File: src/rtl/qkd_pkg.sv
// qkd_pkg: types and constants shared by the quadrature knob decoder modules
// no dependencies

package qkd_pkg;

  // register indexes on the configuration port
  localparam int unsigned CfgIdxW = 3;
  localparam logic [CfgIdxW-1:0] REG_START_VALUE   = 3'd0;
  localparam logic [CfgIdxW-1:0] REG_LOW_LIMIT     = 3'd1;
  localparam logic [CfgIdxW-1:0] REG_HIGH_LIMIT    = 3'd2;
  localparam logic [CfgIdxW-1:0] REG_INITIAL_PHASE = 3'd3;

  // register reset values
  localparam logic signed [7:0] START_VALUE_RST   = 8'sd0;
  localparam logic signed [7:0] LOW_LIMIT_RST     = 8'sd0;
  localparam logic signed [7:0] HIGH_LIMIT_RST    = 8'sd8;
  localparam logic [1:0]        INITIAL_PHASE_RST = 2'b11;

  // phase codes, b in bit 1 and a in bit 0
  localparam logic [1:0] PH_00 = 2'b00;
  localparam logic [1:0] PH_01 = 2'b01;
  localparam logic [1:0] PH_10 = 2'b10;
  localparam logic [1:0] PH_11 = 2'b11;
  localparam logic [1:0] PH_BOTH = 2'b11;  // xor pattern of a double-bit jump

  // direction codes, two's complement of the step
  localparam logic [1:0] STEP_NONE = 2'b00;
  localparam logic [1:0] STEP_UP   = 2'b01;
  localparam logic [1:0] STEP_DOWN = 2'b11;

  typedef struct packed {
    logic signed [7:0] start_value;
    logic signed [7:0] low_limit;
    logic signed [7:0] high_limit;
    logic [1:0]        initial_phase;
  } qkd_cfg_t;

  typedef struct packed {
    logic load_count;
    logic load_phase;
  } qkd_load_t;

  typedef struct packed {
    logic enc_a;
    logic enc_b;
    logic switch_level;
    logic take_press;
  } qkd_sample_t;

  typedef struct packed {
    logic [1:0]        last_phase;
    logic [1:0]        last_step;
    logic signed [7:0] knob_count;
    logic              switch_was_down;
    logic              press_pending;
  } qkd_state_t;

  typedef struct packed {
    logic signed [7:0] count;
    logic              press_seen;
  } qkd_result_t;

endpackage

File: src/rtl/qkd_cfg_regs.sv
// qkd_cfg_regs: configuration registers of the knob decoder and load strobes
// depends on qkd_pkg

module qkd_cfg_regs import qkd_pkg::*; (
  input  logic               clk_i,
  input  logic               rst_ni,
  input  logic               wr_en_i,
  input  logic [CfgIdxW-1:0] wr_index_i,
  input  logic [7:0]         wr_data_i,
  output qkd_cfg_t           cfg_o,
  output qkd_load_t          load_o
);

  qkd_cfg_t cfg_q, cfg_d;

  always_comb begin
    cfg_d             = cfg_q;
    load_o.load_count = 1'b0;
    load_o.load_phase = 1'b0;
    if (wr_en_i) begin
      unique case (wr_index_i)
        REG_START_VALUE: begin
          cfg_d.start_value = wr_data_i;
          load_o.load_count = 1'b1;
        end
        REG_LOW_LIMIT:  cfg_d.low_limit  = wr_data_i;
        REG_HIGH_LIMIT: cfg_d.high_limit = wr_data_i;
        REG_INITIAL_PHASE: begin
          cfg_d.initial_phase = wr_data_i[1:0];
          load_o.load_phase   = 1'b1;
        end
        default: ;  // unknown index, ignored
      endcase
    end
  end

  always_ff @(posedge clk_i or negedge rst_ni) begin
    if (!rst_ni) begin
      cfg_q.start_value   <= START_VALUE_RST;
      cfg_q.low_limit     <= LOW_LIMIT_RST;
      cfg_q.high_limit    <= HIGH_LIMIT_RST;
      cfg_q.initial_phase <= INITIAL_PHASE_RST;
    end else begin
      cfg_q <= cfg_d;
    end
  end

  assign cfg_o = cfg_q;

endmodule

File: src/rtl/qkd_step.sv
// qkd_step: combinational update of the knob state for one sample
// depends on qkd_pkg

module qkd_step import qkd_pkg::*; (
  input  qkd_sample_t smp_i,
  input  qkd_state_t  st_i,
  input  qkd_cfg_t    cfg_i,
  output qkd_state_t  st_o,
  output qkd_result_t res_o
);

  logic [1:0]        phase;
  logic [1:0]        diff;
  logic [1:0]        change;
  logic signed [8:0] sum;
  logic signed [8:0] hi;
  logic signed [8:0] lo;
  logic signed [8:0] clamped;
  logic              down;
  logic              pending;

  assign phase = {smp_i.enc_b, smp_i.enc_a};
  assign diff  = phase ^ st_i.last_phase;

  always_comb begin
    st_o   = st_i;
    change = STEP_NONE;
    if (diff != PH_00) begin
      if (diff == PH_BOTH) begin
        change = st_i.last_step;  // jump repeats the last direction
      end else if ((st_i.last_phase == PH_00 && phase == PH_01) ||
                   (st_i.last_phase == PH_11 && phase == PH_10)) begin
        change         = STEP_UP;
        st_o.last_step = STEP_UP;
      end else if ((st_i.last_phase == PH_01 && phase == PH_00) ||
                   (st_i.last_phase == PH_10 && phase == PH_11)) begin
        change         = STEP_DOWN;
        st_o.last_step = STEP_DOWN;
      end
      st_o.last_phase = phase;
    end
    if (change == STEP_UP || change == STEP_DOWN) begin
      st_o.knob_count = clamped[7:0];
    end
    st_o.switch_was_down = down;
    st_o.press_pending   = pending & ~smp_i.take_press;
  end

  // wide sum, clamp to high first so the low limit wins when they cross
  assign sum = {st_i.knob_count[7], st_i.knob_count} + {{7{change[1]}}, change};
  assign hi  = {cfg_i.high_limit[7], cfg_i.high_limit};
  assign lo  = {cfg_i.low_limit[7], cfg_i.low_limit};

  always_comb begin
    clamped = sum;
    if (clamped > hi) clamped = hi;
    if (clamped < lo) clamped = lo;
  end

  assign down    = ~smp_i.switch_level;
  assign pending = st_i.press_pending | (down & ~st_i.switch_was_down);

  assign res_o.count      = st_o.knob_count;
  assign res_o.press_seen = pending;

endmodule

File: src/rtl/quadrature_knob_decoder_core.sv
// quadrature_knob_decoder_core: top level of the rotary knob decoder
// depends on qkd_pkg, qkd_cfg_regs and qkd_step

// Rotary knob decoder with push switch. Each input beat carries one sample of
// encoder lines a and b, the active-low switch level and a press acknowledge;
// each produces exactly one output beat with the saturated knob count and the
// sticky press flag. Quarter steps 00->01 and 11->10 count up, 01->00 and
// 10->11 count down, a double-bit jump repeats the last direction and other
// changes only track the phase. The count is clamped to [low_limit,
// high_limit], the low limit winning if the two cross. Throughput is one beat
// per clock unless the output stalls: a sample is captured in an input
// register and the state update is a single pass of small logic into the
// output register. The state update sits between those two registers, so a
// stalled output holds the one sample behind it. Write configuration only
// while no beat is in flight; writing start_value reloads the count and
// writing initial_phase reloads the stored phase.

module quadrature_knob_decoder_core import qkd_pkg::*; (
  input  logic               clk_i,
  input  logic               rst_ni,
  // input stream
  input  logic               s_axis_tvalid_i,
  output logic               s_axis_tready_o,
  input  logic [7:0]         s_axis_tdata_i,  // enc_a, enc_b, switch_level, take_press, 4'b0
  // output stream
  output logic               m_axis_tvalid_o,
  input  logic               m_axis_tready_i,
  output logic [15:0]        m_axis_tdata_o,  // count[7:0], press_seen, 7'b0
  // configuration write channel
  input  logic               cfg_valid_i,
  output logic               cfg_ready_o,
  input  logic [CfgIdxW-1:0] cfg_index_i,
  input  logic [7:0]         cfg_data_i
);

  qkd_cfg_t    cfg;
  qkd_load_t   load;
  qkd_sample_t in_q;
  logic        in_vld_q;
  qkd_state_t  st_q, st_d, st_next;
  qkd_result_t res, out_q;
  logic        out_vld_q;
  logic        in_acc;
  logic        advance;
  logic        out_free;
  logic        cfg_wr;

  // configuration is always taken
  assign cfg_ready_o = 1'b1;
  assign cfg_wr      = cfg_valid_i & cfg_ready_o;

  qkd_cfg_regs u_cfg (
    .clk_i      (clk_i),
    .rst_ni     (rst_ni),
    .wr_en_i    (cfg_wr),
    .wr_index_i (cfg_index_i),
    .wr_data_i  (cfg_data_i),
    .cfg_o      (cfg),
    .load_o     (load)
  );

  // handshake: output slot frees when empty or taken this cycle
  assign out_free        = ~out_vld_q | m_axis_tready_i;
  assign advance         = in_vld_q & out_free;
  assign s_axis_tready_o = ~in_vld_q | out_free;
  assign in_acc          = s_axis_tvalid_i & s_axis_tready_o;

  // input register
  always_ff @(posedge clk_i or negedge rst_ni) begin
    if (!rst_ni) begin
      in_vld_q <= 1'b0;
    end else if (in_acc) begin
      in_vld_q <= 1'b1;
    end else if (advance) begin
      in_vld_q <= 1'b0;
    end
  end

  always_ff @(posedge clk_i) begin
    if (in_acc) begin
      in_q.enc_a        <= s_axis_tdata_i[0];
      in_q.enc_b        <= s_axis_tdata_i[1];
      in_q.switch_level <= s_axis_tdata_i[2];
      in_q.take_press   <= s_axis_tdata_i[3];
    end
  end

  // single-pass state update
  qkd_step u_step (
    .smp_i (in_q),
    .st_i  (st_q),
    .cfg_i (cfg),
    .st_o  (st_next),
    .res_o (res)
  );

  // knob state; config reloads must only happen while idle, a rule on the user that the block does not enforce
  always_comb begin
    st_d = st_q;
    priority if (advance) begin
      st_d = st_next;
    end else if (load.load_count || load.load_phase) begin
      if (load.load_count) st_d.knob_count = cfg_data_i;
      if (load.load_phase) st_d.last_phase = cfg_data_i[1:0];
    end else begin
      st_d = st_q;
    end
  end

  always_ff @(posedge clk_i or negedge rst_ni) begin
    if (!rst_ni) begin
      st_q.last_phase      <= INITIAL_PHASE_RST;
      st_q.last_step       <= STEP_NONE;
      st_q.knob_count      <= START_VALUE_RST;
      st_q.switch_was_down <= 1'b0;
      st_q.press_pending   <= 1'b0;
    end else begin
      st_q <= st_d;
    end
  end

  // output register
  always_ff @(posedge clk_i or negedge rst_ni) begin
    if (!rst_ni) begin
      out_vld_q <= 1'b0;
    end else if (out_free) begin
      out_vld_q <= in_vld_q;
    end
  end

  always_ff @(posedge clk_i) begin
    if (advance) begin
      out_q <= res;
    end
  end

  assign m_axis_tvalid_o = out_vld_q;
  assign m_axis_tdata_o  = {7'b0, out_q.press_seen, out_q.count};

  // the count reported is the count kept
  a_count_kept : assert property (@(posedge clk_i) disable iff (!rst_ni)
    advance |=> (out_q.count == st_q.knob_count))
    else $error("reported count differs from stored count");

  // an acknowledged press is cleared
  a_ack_clears : assert property (@(posedge clk_i) disable iff (!rst_ni)
    (advance && in_q.take_press) |=> !st_q.press_pending)
    else $error("press flag not cleared by acknowledge");

  // only none, up or down are ever recorded
  a_step_code : assert property (@(posedge clk_i) disable iff (!rst_ni)
    (st_q.last_step == STEP_NONE) || (st_q.last_step == STEP_UP) ||
    (st_q.last_step == STEP_DOWN))
    else $error("invalid direction code");

  // empty pipeline never blocks the input
  a_ready_empty : assert property (@(posedge clk_i) disable iff (!rst_ni)
    (!in_vld_q && !out_vld_q) |-> s_axis_tready_o)
    else $error("input stalled with empty pipeline");

  // a start_value write while no sample advances reloads the count
  a_start_load : assert property (@(posedge clk_i) disable iff (!rst_ni)
    (cfg_wr && cfg_index_i == REG_START_VALUE && !advance) |=>
    (st_q.knob_count == $past(cfg_data_i)))
    else $error("count not reloaded by start_value write");

endmodule
File: config.mk
export PLATFORM = sky130hd
export DESIGN_NAME = quadrature_knob_decoder_core
export DESIGN_NICKNAME = d
export VERILOG_FILES = /design/src/rtl/qkd_pkg.sv /design/src/rtl/qkd_cfg_regs.sv /design/src/rtl/qkd_step.sv /design/src/rtl/quadrature_knob_decoder_core.sv
export SDC_FILE = /design/constraint.sdc
export NUM_CORES = 1
export LEC_CHECK = 0
export BUFFER_PORTS_ARGS = -buffer_cell sky130_fd_sc_hd__buf_2
export CAP_MARGIN = 15
export CORE_ASPECT_RATIO = 1.25
export CORE_UTILIZATION = 50
export CTS_BUF_LIST = sky130_fd_sc_hd__clkbuf_8
export DETAILED_ROUTE_END_ITERATION = 10
export GPL_ROUTABILITY_DRIVEN = 0
export PLACE_DENSITY = 0.7
export SLEW_MARGIN = 20
export SYNTH_ARGS = -nofsm -noshare
export SYNTH_HDL_FRONTEND = slang
export SYNTH_HIERARCHICAL = 1
export SYNTH_SLANG_ARGS = --single-unit
File: constraint.sdc
create_clock -name clk_i -period 7.13 [get_ports clk_i]
set_input_delay 0.713 -clock clk_i [delete_from_list [all_inputs] [get_ports clk_i]]
set_output_delay 0.713 -clock clk_i [all_outputs]
set_load 0.01 [all_outputs]
==> impl_metrics.tcl, run 1 <==
set metrics [dict create \
    drive_gt1_frac 0.3246 \
    path_class "reg -> reg" \
    r2r_slack_ns 0.43 \
    clock_latency_ns 0.30 \
    pre_cts_ws_ns 0.5361 \
    area_growth_pct 6.507 \
    critPathLaunchType "register" \
    crit_buf_inv 2 \
    r2r_start "in_q[2]$_DFFE_PP_" \
    netlist_area_um2 3231 \
    grt_pass1_wl_um 10590 \
    fin_crit_sh 0.9404 \
    drc 0 \
    grt_use_total 0.2127 \
    reg2reg_depth 26 \
    slowest_stage "o21ai_0" \
    portBuffers 30 \
    cts_buffer_depth 2 \
    htree_levels 2 \
    irDropWorstVdd_mv 0.2487 \
    route.detailed.wl_per_inst_um 16.42 \
    vias_per_cell 5.441 \
    cp.required_ns 7.32 \
    cp_num_cells 26 \
    syn_inst 283 \
    grt_max_degree 33 \
    dr.pass1.iters 4 \
    tightest_slew_ns 0.9754 \
    antenna_found_initial 0 \
    diodes 0 \
    die_w_um 73.90 \
    status "complete, no violations" \
    setup_slack_ns 0.4251 \
    num_vias 2122 \
    drtIter0Drc 119 \
    die_y_um 91.87 \
    root_buffer "clkbuf_8" \
    post-route-util 0.5544 \
    place_inst 382 \
    fin_cells 390 \
    ios 43 \
    rsz0062_at_grt "no" \
    finalCriticalPeriod_ns 6.705 \
    drt-total-wl_um 6405 \
    hold_path_class "in -> async" \
    post_cts_buffers 0 \
    slowest_delay_ns 0.76 \
    critPathMaxFanout 7 \
    grt_pass1_vias 2195 \
    design.core.area_um2 6206 \
    postCtsHoldBufs 0 \
    numCtsBuffers 5 \
    setup_viol_count_final 0 \
    final_max_slew_viol_count 0 \
    finalSetupTns_ns 0 \
    worst_setup_path_end_kind "register" \
    ys_warn_count 6 \
    clock_skew_ns 0.007716 \
    path_clk_slew_ns 0.09 \
    avgSynthCellArea_um2 11.42 \
    slew-limit-headroom 0.3429 \
    grt_overflow 0 \
    crit_family "compound AO/OA/AOI/OAI gates" \
    regToRegEndpoint "st_q[4]$_DFFE_PN0P_" \
    max_freq_ghz 0.1491 \
    cp.arrival_ns 6.90 \
    cap_violations 0 \
    fill_cells 552 \
    final_nets 354 \
    powerDensity_nw_per_um2 545.1 \
    die-area_um2 6789 \
    num_rows 32 \
    start_util 0.5206 \
    hpwl_um 4607 \
    hold_violations 0 \
    ant_nets 0 \
    cts_sinks 45 \
    p_leak_nw 1.624 \
    cts_resized 0 \
    cts_tree "done" \
    crit_path_end "st_q[4]$_DFFE_PN0P_" \
    crit_path_start "in_q[2]$_DFFE_PP_" \
]
-- power by group --
group,total (W),internal [W],switching (W)
combinational,0.00128,0.000634,0.000649
sequential,0.000427,0.000373,0.0000549
clock,0.000165,0.0000770,0.0000877
total,0.00188,0.00108,0.000792
-- cell type report --
cell class                 count  area, µm²  area share
inverter                      22      82.58     0.02400
tap                           85      106.4     0.03091
clock buffer                   6      82.58     0.02400
clock inverter                 2      8.758    0.002545
sequential                    45       1195      0.3473
multi-input combinational    195       1778      0.5167
timing repair buffer          35      187.7     0.05455
-- flip-flops by register name, indices dropped and copies added, names as in the netlist --
name and flops:
m_axis_tdata_o 9, st_q 14, m_axis_tvalid_o 1, u_cfg/cfg_o 16, in_q 4, in_vld_q 1
-- cell usage in the layout (no fill, tap or decap), types with 2 or more instances in the layout --
master    instances
and2_1            8
o21ai_1           2
o21ai_0           8
nand2b_1          3
a21o_1            4
xor2_1            3
inv_1            22
buf_2            30
nor2_1           14
xnor2_1           3
mux2_1            4
dfrtp_1          29
a221o_1           7
o21a_1            3
ha_1             25
buf_4             5
nand3_1           5
dfstp_2           3
clkbuf_8          6
mux2_2           20
conb_1            8
nor2b_1           2
edfxtp_1         13
mux2_4           23
and4bb_2          2
nand2_1           7
a21oi_1          17
-- metrics by stage --
stage | hold WS (ns) | instance area (µm²) | power [W]
finish | 0.4777 | 3441 | 0.001875
global route | 0.5412 | 3441 | 0.002024
floorplan | 0.4174 | 3253 | 0.001499
detailed placement | 0.4923 | 3349 | 0.001696
CTS | 0.5015 | 3441 | 0.001873
global placement | 0.4889 | 3349 | 0.001644
-- worst min path at each step --
stage	start	endpoint	slack, ns	cells after the start
floorplan	rst_ni	in_vld_q$_DFFE_PN0P_	0.42	0
global placement	st_q[0]$_DFFE_PN0P_	st_q[0]$_DFFE_PN0P_	0.49	1
detailed placement	st_q[0]$_DFFE_PN0P_	st_q[0]$_DFFE_PN0P_	0.49	1
CTS	rst_ni	u_cfg/cfg_o[4]$_DFFE_PN0P_	0.50	1
global route	rst_ni	u_cfg/cfg_o[14]$_DFFE_PN0P_	0.54	1
finish	rst_ni	u_cfg/cfg_o[12]$_DFFE_PN0P_	0.48	1
-- worst reg2reg max path, cell delays in order (launching register included) --
cell      delay (ns)
edfxtp_1        0.47
nor2_1          0.19
a21oi_1         0.06
o21ai_0         0.76
ha_1            0.39
a21oi_1         0.16
nor2b_1         0.09
a311oi_1        0.26
buf_4           0.17
a21oi_1         0.08
xor2_1          0.26
ha_1            0.31
and3_2          0.21
nand3_1         0.11
nand2_1         0.07
o221ai_2        0.32
buf_4           0.25
mux2_1          0.38
ha_1            0.21
a211oi_1        0.36
o2111a_1        0.26
o21ai_0         0.15
nor2_1          0.15
mux2_4          0.19
nor3b_4         0.08
a221o_1         0.39
mux2_4          0.27
-- metal layers --
| metal | global-route usage | vias to the layer above | part of all wire | routed length [µm] |
|---|---|---|---|---|
| li1 | - | 1034 | - | - |
| met1 | 0.2447 | 1043 | 0.41 | 2610 |
| met2 | 0.3899 | 39 | 0.56 | 3580 |
| met3 | 0.03297 | 6 | 0.020 | 125 |
| met4 | 0.07051 | 0 | 0.014 | 89 |
| met5 | 0 | - | 0 | 0 |
(Power assumes the default switching activity.)
==> inputs of run 2 (changes only) <==
Settings changed: BUFFER_PORTS_ARGS -buffer_cell sky130_fd_sc_hd__buf_2 to -buffer_cell sky130_fd_sc_hd__buf_4.
==> run 2 against run 1 <==
  * Via count fell by 0.57%
  * Register-to-register slack improved by 0.21 ns
  * Sequential power barely moved
  * Sequential share of layout area fell by 0.91 points
  * Maximum frequency rose by 3.2%
  * Global-route usage fell by 0.68 points
  * Count of clock-buffer cells in the layout did not move
  * Die area did not move
  * Worst hold slack got worse by 0.13 ns
  * Clock skew fell by 0.0019 ns
==> impl_metrics.tcl, run 2 (synthesis gave the netlist of run 1 again) <==
set metrics [dict create \
    slowest_stage "o21ai_1" \
    die_y_um 91.87 \
    cp.required_ns 7.32 \
    fin_cells 389 \
    hold_path_class "in -> async" \
    r2r_slack_ns 0.63 \
    drtIter0Drc 132 \
    grt_use_total 0.2059 \
    status "complete, no violations" \
    worst_setup_path_end_kind "register" \
    grt_pass1_vias 2155 \
    htree_levels 2 \
    final_nets 353 \
    critPathMaxFanout 7 \
    design.core.area_um2 6206 \
    numCtsBuffers 5 \
    hold_violations 0 \
    critPathLaunchType "register" \
    die-area_um2 6789 \
    path_clk_slew_ns 0.08 \
    finalCriticalPeriod_ns 6.498 \
    post-route-util 0.5694 \
    grt_overflow 0 \
    antenna_found_initial 0 \
    tightest_slew_ns 0.9245 \
    root_buffer "clkbuf_8" \
    final_common_cell "buf_4" \
    fin_crit_sh 0.9114 \
    finalPower_w 0.001895 \
    cts_buffer_depth 2 \
    reg2reg_depth 24 \
    die_w_um 73.90 \
    drive_gt1_frac 0.3224 \
    finalSetupTns_ns 0 \
    num_rows 32 \
    diodes 0 \
    portBuffers 30 \
    place_inst 381 \
    irDropWorstVdd_mv 0.2638 \
    powerDensity_nw_per_um2 536.3 \
    final_cell_mix "34 x buf_4, 29 x dfrtp_1, 25 x ha_1" \
    r2r_start "in_q[2]$_DFFE_PP_" \
    rsz0062_at_grt "no" \
    grt_max_degree 33 \
    area_growth_pct 9.373 \
    cts_sinks 45 \
    final_max_slew_viol_count 0 \
    clock_skew_ns 0.005866 \
    p_leak_nw 1.659 \
    start_util 0.5206 \
    postCtsHoldBufs 0 \
    cts_tree "done" \
    slowest_delay_ns 0.55 \
    ant_nets 0 \
    path_cells "nor2_1 -> a21oi_1 -> o21ai_1 -> ha_1 -> a21oi_1 -> nor2b_1 -> a311oi_1 -> a21oi_1 -> xor2_1 -> ha_1 -> and3_2 -> nand3_1 -> o21a_1 -> o221ai_2 -> mux2_1 -> ha_1 -> and3_1 -> nand3_1 -> o21ai_0 -> nor2_1 -> mux2_4 -> a21o_4 -> a221o_1 -> mux2_4" \
    max_freq_ghz 0.1539 \
    drc 0 \
    hpwl_um 4471 \
    num_vias 2110 \
    grt_pass1_wl_um 10280 \
    path_class "reg -> reg" \
    cp.arrival_ns 6.69 \
    cap_violations 0 \
    drt-total-wl_um 6198 \
    slew-limit-headroom 0.3811 \
    regToRegEndpoint "st_q[6]$_DFFE_PN0P_" \
    route.detailed.wl_per_inst_um 15.93 \
    setup_viol_count_final 0 \
    dr.pass1.iters 4 \
    post_cts_buffers 0 \
    largest_reg_flops 16 \
    ios 43 \
    vias_per_cell 5.424 \
    clock_latency_ns 0.30 \
]
-- run 2: cell types whose count changed in the layout (fill, tap and decap cells not counted) --
| cell | delta |
|---|---|
| o21ai_1 | +1 |
| bufinv_16 | +1 |
| buf_4 | +29 |
| buf_2 | -30 |
| o21ai_0 | -1 |
| inv_1 | +1 |
| clkinv_1 | -1 |
| clkinv_2 | -1 |
-- run 2: how the worst max path moves through the flow --
stage | start | end | slack, ns | cells past startpoint
floorplan | in_q[3]$_DFFE_PP_ | st_q[6]$_DFFE_PN0P_ | 0.93 | 28
global placement | in_q[2]$_DFFE_PP_ | st_q[6]$_DFFE_PN0P_ | 0.47 | 24
detailed placement | in_q[2]$_DFFE_PP_ | st_q[6]$_DFFE_PN0P_ | 0.40 | 24
CTS | in_q[2]$_DFFE_PP_ | st_q[6]$_DFFE_PN0P_ | 0.36 | 24
global route | in_q[2]$_DFFE_PP_ | st_q[6]$_DFFE_PN0P_ | 0.19 | 24
finish | in_q[2]$_DFFE_PP_ | st_q[6]$_DFFE_PN0P_ | 0.63 | 24
-- run 2: final cells by class --
cell class / count / area (µm²)
Fill cell: 557 / 2673
Clock inverter: 2 / 33.78
Inverter: 22 / 82.58
Clock buffer: 6 / 82.58
Multi-Input combinational cell: 195 / 1778
Timing Repair Buffer: 34 / 255.2
Tap cell: 85 / 106.4
Sequential cell: 45 / 1195
-- run 2: worst max-delay path: cells and delay by family, from the launching register on --
kind,cells,cell delay [ns]
AO/OA/AOI/OAI,10,2.81
XOR/XNOR,1,0.19
adder cells (fa/ha/maj),3,0.99
flip-flops,1,0.48
multiplexers,3,0.97
AND/OR/NAND/NOR,7,0.93
-- run 2: metal layers --
layer  part of all wire  wire length (µm)  vias to the layer above  GRT usage
li1                   -                 -                     1028          -
met1               0.45              2764                     1037     0.2569
met2               0.52              3217                       39     0.3532
met3              0.023               141                        6    0.03407
met4              0.012                74                        0    0.07051
met5                  0                 0                        -          0
-- run 2: power by group --
part           total (W)  leakage, nW  internal, W  switching (W)
combinational    0.00127         1.09     0.000645       0.000620
clock           0.000200       0.0626     0.000113      0.0000868
sequential      0.000430        0.505     0.000373      0.0000573
-- run 2: through the flow --
stage / cell area (µm²) / worst slack [ns] / hold WS, ns
finish: 3533 / 0.6318 / 0.3495
CTS: 3533 / 0.3602 / 0.3573
floorplan: 3253 / 0.9308 / 0.4174
detailed placement: 3417 / 0.3996 / 0.5001
global route: 3533 / 0.1909 / 0.3724
global placement: 3417 / 0.4701 / 0.4933
-- run 2: repair_timing --
item | in CTS | in global routing
endpoints found under the hold margin | 0 | 0
setup endpoints to repair | 0 | 7
resized for setup | 0 | 1
